[src/rtl/spv_pkg.sv]
`default_nettype none
package spv_pkg;

   // Sample word width; the payload sample fields are sized to it
   localparam int SAMPLE_BITS = 16;

   // Command codes of an input item
   localparam logic [1:0] CMD_LOAD     = 2'd0;
   localparam logic [1:0] CMD_NOTE_ON  = 2'd1;
   localparam logic [1:0] CMD_NOTE_OFF = 2'd2;
   localparam logic [1:0] CMD_TICK     = 2'd3;

   // Register file
   localparam int CSR_IDX_W  = 3;
   localparam int CSR_DATA_W = 24;
   localparam logic [CSR_IDX_W-1:0] CSR_ROOT_NOTE       = 3'd0;
   localparam logic [CSR_IDX_W-1:0] CSR_RATE_RATIO      = 3'd1;
   localparam logic [CSR_IDX_W-1:0] CSR_SAMPLE_LENGTH   = 3'd2;
   localparam logic [CSR_IDX_W-1:0] CSR_ATTACK_SAMPLES  = 3'd3;
   localparam logic [CSR_IDX_W-1:0] CSR_RELEASE_SAMPLES = 3'd4;
   localparam logic [CSR_IDX_W-1:0] CSR_SOURCE_STEREO   = 3'd5;
   localparam logic [CSR_IDX_W-1:0] CSR_STEREO_OUT      = 3'd6;

   // Envelope unity in Q1.23
   localparam logic [23:0] ENV_UNITY = 24'h800000;

   typedef struct packed {
      logic [1:0]                     cmd;
      logic [15:0]                    sample_index;
      logic signed [SAMPLE_BITS-1:0]  left_sample;
      logic signed [SAMPLE_BITS-1:0]  right_sample;
      logic [6:0]                     note;
      logic [15:0]                    velocity;
      logic                           allow_tail;
   } req_type;

   typedef struct packed {
      logic signed [SAMPLE_BITS-1:0]  left_out;
      logic signed [SAMPLE_BITS-1:0]  right_out;
      logic                           sounding;
      logic                           still_active;
   } rsp_type;

   // Controller to datapath
   typedef struct packed {
      logic capture;
      logic load_wr;
      logic note_off;
      logic note_mul;
      logic note_step;
      logic div_start;
      logic slope_load;
      logic tick_addr;
      logic rd0;
      logic rd1;
      logic mul;
      logic gain;
      logic env;
      logic fin;
   } dp_cmd_type;

   // Datapath to controller
   typedef struct packed {
      logic div_busy;
      logic out_free;
   } dp_stat_type;

   // Equal-tempered semitone ratios, Q16.16
   function automatic logic [16:0] semitone(input logic [3:0] s);
      logic [16:0] v;
      case (s)
         4'd0:    v = 17'd65536;
         4'd1:    v = 17'd69433;
         4'd2:    v = 17'd73562;
         4'd3:    v = 17'd77936;
         4'd4:    v = 17'd82570;
         4'd5:    v = 17'd87480;
         4'd6:    v = 17'd92682;
         4'd7:    v = 17'd98193;
         4'd8:    v = 17'd104032;
         4'd9:    v = 17'd110218;
         4'd10:   v = 17'd116772;
         4'd11:   v = 17'd123715;
         default: v = 17'd0;
      endcase
      return v;
   endfunction

endpackage
`default_nettype wire

[src/rtl/spv_ctrl.sv]
`default_nettype none
module spv_ctrl (
   input  wire logic                 clock,
   input  wire logic                 reset,
   input  wire logic                 req_valid,
   input  wire logic [1:0]           req_cmd,
   output logic                      req_stall,
   input  wire spv_pkg::dp_stat_type stat,
   output spv_pkg::dp_cmd_type       cmd
);

   typedef enum logic [11:0] {
      S_IDLE      = 12'b000000000001,
      S_NOTE_MUL  = 12'b000000000010,
      S_NOTE_STEP = 12'b000000000100,
      S_NOTE_DIV  = 12'b000000001000,
      S_NOTE_WAIT = 12'b000000010000,
      S_ADDR      = 12'b000000100000,
      S_RD0       = 12'b000001000000,
      S_RD1       = 12'b000010000000,
      S_MUL       = 12'b000100000000,
      S_GAIN      = 12'b001000000000,
      S_ENV       = 12'b010000000000,
      S_FIN       = 12'b100000000000
   } state_type;

   state_type state_ff, state_in;
   logic      accept;

   assign req_stall = (state_ff != S_IDLE);
   assign accept    = req_valid && (state_ff == S_IDLE);

   // Next state
   always_comb begin
      state_in = state_ff;
      case (state_ff)
         S_IDLE: begin
            if (accept && req_cmd == spv_pkg::CMD_NOTE_ON) begin
               state_in = S_NOTE_MUL;
            end else if (accept && req_cmd == spv_pkg::CMD_TICK) begin
               state_in = S_ADDR;
            end
         end
         S_NOTE_MUL:  state_in = S_NOTE_STEP;
         S_NOTE_STEP: state_in = S_NOTE_DIV;
         S_NOTE_DIV:  state_in = S_NOTE_WAIT;
         S_NOTE_WAIT: begin
            if (!stat.div_busy) begin
               state_in = S_IDLE;
            end
         end
         S_ADDR: state_in = S_RD0;
         S_RD0:  state_in = S_RD1;
         S_RD1:  state_in = S_MUL;
         S_MUL:  state_in = S_GAIN;
         S_GAIN: state_in = S_ENV;
         S_ENV:  state_in = S_FIN;
         S_FIN: begin
            if (stat.out_free) begin
               state_in = S_IDLE;
            end
         end
         default: state_in = S_IDLE;
      endcase
   end

   // Datapath commands
   always_comb begin
      cmd            = '0;
      cmd.capture    = accept;
      cmd.load_wr    = accept && req_cmd == spv_pkg::CMD_LOAD;
      cmd.note_off   = accept && req_cmd == spv_pkg::CMD_NOTE_OFF;
      cmd.note_mul   = (state_ff == S_NOTE_MUL);
      cmd.note_step  = (state_ff == S_NOTE_STEP);
      cmd.div_start  = (state_ff == S_NOTE_DIV);
      cmd.slope_load = (state_ff == S_NOTE_WAIT) && !stat.div_busy;
      cmd.tick_addr  = (state_ff == S_ADDR);
      cmd.rd0        = (state_ff == S_RD0);
      cmd.rd1        = (state_ff == S_RD1);
      cmd.mul        = (state_ff == S_MUL);
      cmd.gain       = (state_ff == S_GAIN);
      cmd.env        = (state_ff == S_ENV);
      cmd.fin        = (state_ff == S_FIN) && stat.out_free;
   end

   always_ff @(posedge clock) begin
      if (reset) begin
         state_ff <= S_IDLE;
      end else begin
         state_ff <= state_in;
      end
   end

   a_tick_starts: assert property (@(posedge clock) disable iff (reset)
      (accept && req_cmd == spv_pkg::CMD_TICK) |=> state_ff == S_ADDR)
      else $error("tick item did not start the tick sequence");

   a_div_in_wait: assert property (@(posedge clock) disable iff (reset)
      stat.div_busy |-> state_ff == S_NOTE_WAIT)
      else $error("divider busy outside the slope wait");

endmodule
`default_nettype wire

[config.mk]
export PLATFORM = sky130hd
export DESIGN_NAME = spv_ctrl
export DESIGN_NICKNAME = d
export VERILOG_FILES = /design/src/rtl/spv_pkg.sv /design/src/rtl/spv_ctrl.sv
export SDC_FILE = /design/constraint.sdc
export NUM_CORES = 1
export LEC_CHECK = 0
export ABC_AREA = 1
export BUFFER_PORTS_ARGS = -buffer_cell sky130_fd_sc_hd__clkbuf_2
export CORE_AREA = 5 5 45 47
export CTS_CLUSTER_DIAMETER = 60
export DETAILED_ROUTE_END_ITERATION = 10
export DIE_AREA = 0 0 50 52
export PLACE_DENSITY = 0.88
export REMOVE_ABC_BUFFERS = 1
export SYNTH_ARGS = -nofsm -noshare
export SYNTH_HDL_FRONTEND = slang
export SYNTH_SLANG_ARGS = --single-unit
[constraint.sdc]
create_clock -name clock -period 2.4 [get_ports clock]
set_input_delay 0.48 -clock clock [delete_from_list [all_inputs] [get_ports clock]]
set_output_delay 0.48 -clock clock [all_outputs]
set_load 0.005 [all_outputs]
======== Word-level counts from Yosys, hierarchy flattened ========
Cells that the tools add are included.
storage, ports and cells
  flip-flop bits (word level) ............. 12
  input bits .............................. 7
  output and inout port bits .............. 15
  word-level logic and storage cells ...... 35
operators by class
  equality and inequality tests ........... 19
  mux-type cells .......................... 5
  reductions and logical operators ........ 10
operator list
  operator              count
  $pmux 12 s12          1
  $mux 12               4
  $eq 12x1->1 const B   1
  $eq 12x10->1 const B  1
  $eq 12x11->1 const B  1
  $eq 12x12->1 const B  1
  $eq 12x2->1 const B   1
  $eq 12x3->1 const B   1
  $eq 12x4->1 const B   1
  $eq 12x5->1 const B   1
  $eq 12x6->1 const B   1
  $eq 12x7->1 const B   1
  $eq 12x8->1 const B   1
  $eq 12x9->1 const B   1
  $ne 12x1->1 const B   1
  $logic_and 1x1->1     7
  $eq 2x2->1 const B    2
  $ne 2x2->1 const B    2
  $ne 3x1->1 const B    1
  $reduce_and 3->1      1
  $eq 2x1->1 const B    1
  $logic_not 2->1       1
  $logic_not 1->1       1

======== Logic depth before layout (Yosys ltp) ========
  word-level depth ........................ 6
  gate-level depth with buffers ........... 8
  depth with buffers taken out ............ 8

======== Worst setup path before layout ========
Ideal clock, no wire load.
  path kind ............................... register -> output
  start ................................... register state_ff[8]
  end ..................................... output port cmd[11] (netlist name)
  arrival ................................. 0.986 ns
  data required time ...................... 1.920 ns
  path slack .............................. 0.934 ns
  stages on the path, launching flop included .. 6
  path buffers ............................ 0
  path through ............................ dfxtp_1 > nor2_4 > nand2_4 > nor2_8 > nand2_4 > nor4_1
RTL lines
  what                    RTL line        RTL
  start, declared         spv_ctrl.sv:27  state_type state_ff, state_in;
  start signal, assigned  spv_ctrl.sv:90  state_ff <= state_in;
  end, declared           spv_ctrl.sv:9   output spv_pkg::dp_cmd_type cmd

==> summary.txt <==
CTS
  • Largest buffer count on any clock path: 2
  • Hold buffers post-CTS: 0
  • Skew-Pair Late Insertion Delay: 270 ps
  • Post-CTS sizing: 0
  • CTS Buf Count: 3
  • H-tree level count: 1
  • CTS tree: yes
  • Clock Tree Root: clkbuf_4
  • Sink Count: 12
  • Postcts setup bufs: 0
  • Reg clk slew, reported paths: 80 ps

Layout
  • Largest Register: state_ff
  • Most frequent cells in the layout: inv_1, nand2_1, nor2_1, clkbuf_2, dfxtp_1
  • Regs by FF count: state_ff: 12 flops
  • Max reg flops: 12
  • Final net count: 159
  • P&R area growth vs syn: 18.9%
  • Antenna cell count: 0
  • Fraction of layout cells with a size suffix above 1: 25.2%

Power
  • Pwr Total: 0.000567 W
  • VDD IR max: 295 uV
  • Leak: 0.559 nW
  • PD cells: 594 nW/um2

Synth
  • Post-Syn Area: 802 um2
  • Register bit count reported by yosys: 12
  • Cells after Synth: 128
  • Sequential cell area fraction in the yosys report: 30.0%
  • Count of different cell masters after synthesis: 18
  • YS warnings: 0
  • Synth Area per Inst: 6.27 um2

Setup path
  • Max FO, Critical Path: 7
  • Critical path class: flip-flop to output port
  • Startpoint Class: flip-flop
  • Worst EP arrival: 1470 ps
  • Worst path required time: 1920 ps
  • CP endpoint kind: output port

STA
  • Final period util: 81.3%
  • Fin. Hold Viols: 0
  • Measured slew at the worst slew-check pin: 318 ps
  • Setup TNS: 0 ps
  • Max Freq: 513 MHz
  • Relative slew slack: 78.6%
  • RSZ-0062 raised after global routing: no
  • Slew Limit Fails: 0
  • Period minus WS final: 1950 ps
  • Clk_skew: 5.89 ps
  • Final setup fails: 0

Global route
  • Grt total ovfl: 0
  • GRT Util Overall: 13.3%
  • First-pass GRT wire length: 2.78 mm
  • Number of global-route vias before repair: 742
  • Initial antenna violation count: 0
  • Largest net degree at the start of global routing: 13

Detailed routing
  • # DRC: 0
  • DR iter-0 viols: 14
  • Post-route ant nets: 0
  • First-pass detailed-route iteration total: 4
  • Wirelength per Cell: 9.67 um
  • Vias: 807
  • WL final: 1.63 mm
  • Post-DR vias/cell: 4.80

Die
  • FP Rows: 15
  • Die Wd: 50 um
  • CORE AREA: 1610 um2
  • Initial core utilization: 49.7%
  • Chip height: 52 um
  • Die Area: 2600 um2
  • Top-Level Pins: 22

Job
  • Max cap viols: 0

Placement
  • IO Port Bufs: 21
  • Final Wtd Congestion: 0.750
  • Detailed placer's ending HPWL: 1.32 mm

Min path
  • Worst hold path type: input port to flip-flop

Status
  • Status: complete, no violations
-- Yosys cell counts (all sizes together) --
library cell | n | share of area [%]
buf | 1 | 0.94
nor3 | 7 | 4.4
o21ai | 4 | 2.5
nor2 | 27 | 19
a31oi | 1 | 1.6
clkbuf | 1 | 0.47
dfxtp | 12 | 30
inv | 30 | 14
clkinv | 1 | 0.47
nor4 | 3 | 2.3
nand3 | 5 | 4.4
a21oi | 2 | 1.2
nand2 | 34 | 18
-- critical path, cell delays in order, from the launching register on --
cell	delay, ps
dfxtp_1	350
nor2_4	150
nand2_4	100
nor2_8	160
nand2_4	80
nor4_1	190
clkbuf_2	160
-- final timing paths --
path / startpoint / cells after the start / slack [ps] / to
min: req_cmd[1] / 2 / 400 / state_ff[1]$_SDFFE_PP0P_
max reg2reg: state_ff[2]$_SDFFE_PP0P_ / 6 / 1100 / state_ff[2]$_SDFFE_PP0P_
min reg2reg: state_ff[7]$_SDFFE_PP0P_ / 4 / 600 / state_ff[8]$_SDFFE_PP0P_
max: state_ff[8]$_SDFFE_PP0P_ / 6 / 450 / cmd[11]
-- metal layers --
metal	part of all wire [%]	GRT usage [%]
met1	46	15.7
met2	48	23.0
met3	4.3	1.15
met4	1.9	7.86
met5	0	0
-- where the power goes --
part,leakage (nW),internal [W],switching (W)
Combinational,0.440,0.0000700,0.000119
Clock,0.0210,0.0000920,0.0000706
Sequential,0.0971,0.000208,0.00000706
-- logic make-up after synthesis --
| logic type | synth area share (%) |
|---|---|
| AND/OR/NAND/NOR | 48.8 |
| buffers and inverters | 15.9 |
| AO/OA/AOI/OAI | 5.30 |
| flip-flops | 30.0 |
-- per-stage QoR --
step	std cells	util [%]	worst slack [ps]	instance area [um2]	hold slack (ps)
after detailed placement	164	56.8	736	917	583
after global placement	164	56.8	830	917	579
final	168	59.1	450	953	400
after floorplan	126	-	934	791	543
after CTS	168	59.1	428	953	397
after global routing	168	59.1	313	953	392
-- area by class of cell --
type	instances	area, um2
clock buffer	4	36.3
fill	146	661
inverter	31	116
multi-input combinational	83	434
sequential	12	240
tap	17	21.3
timing repair buffer	21	105
Power figures use the tool's default switching activity.
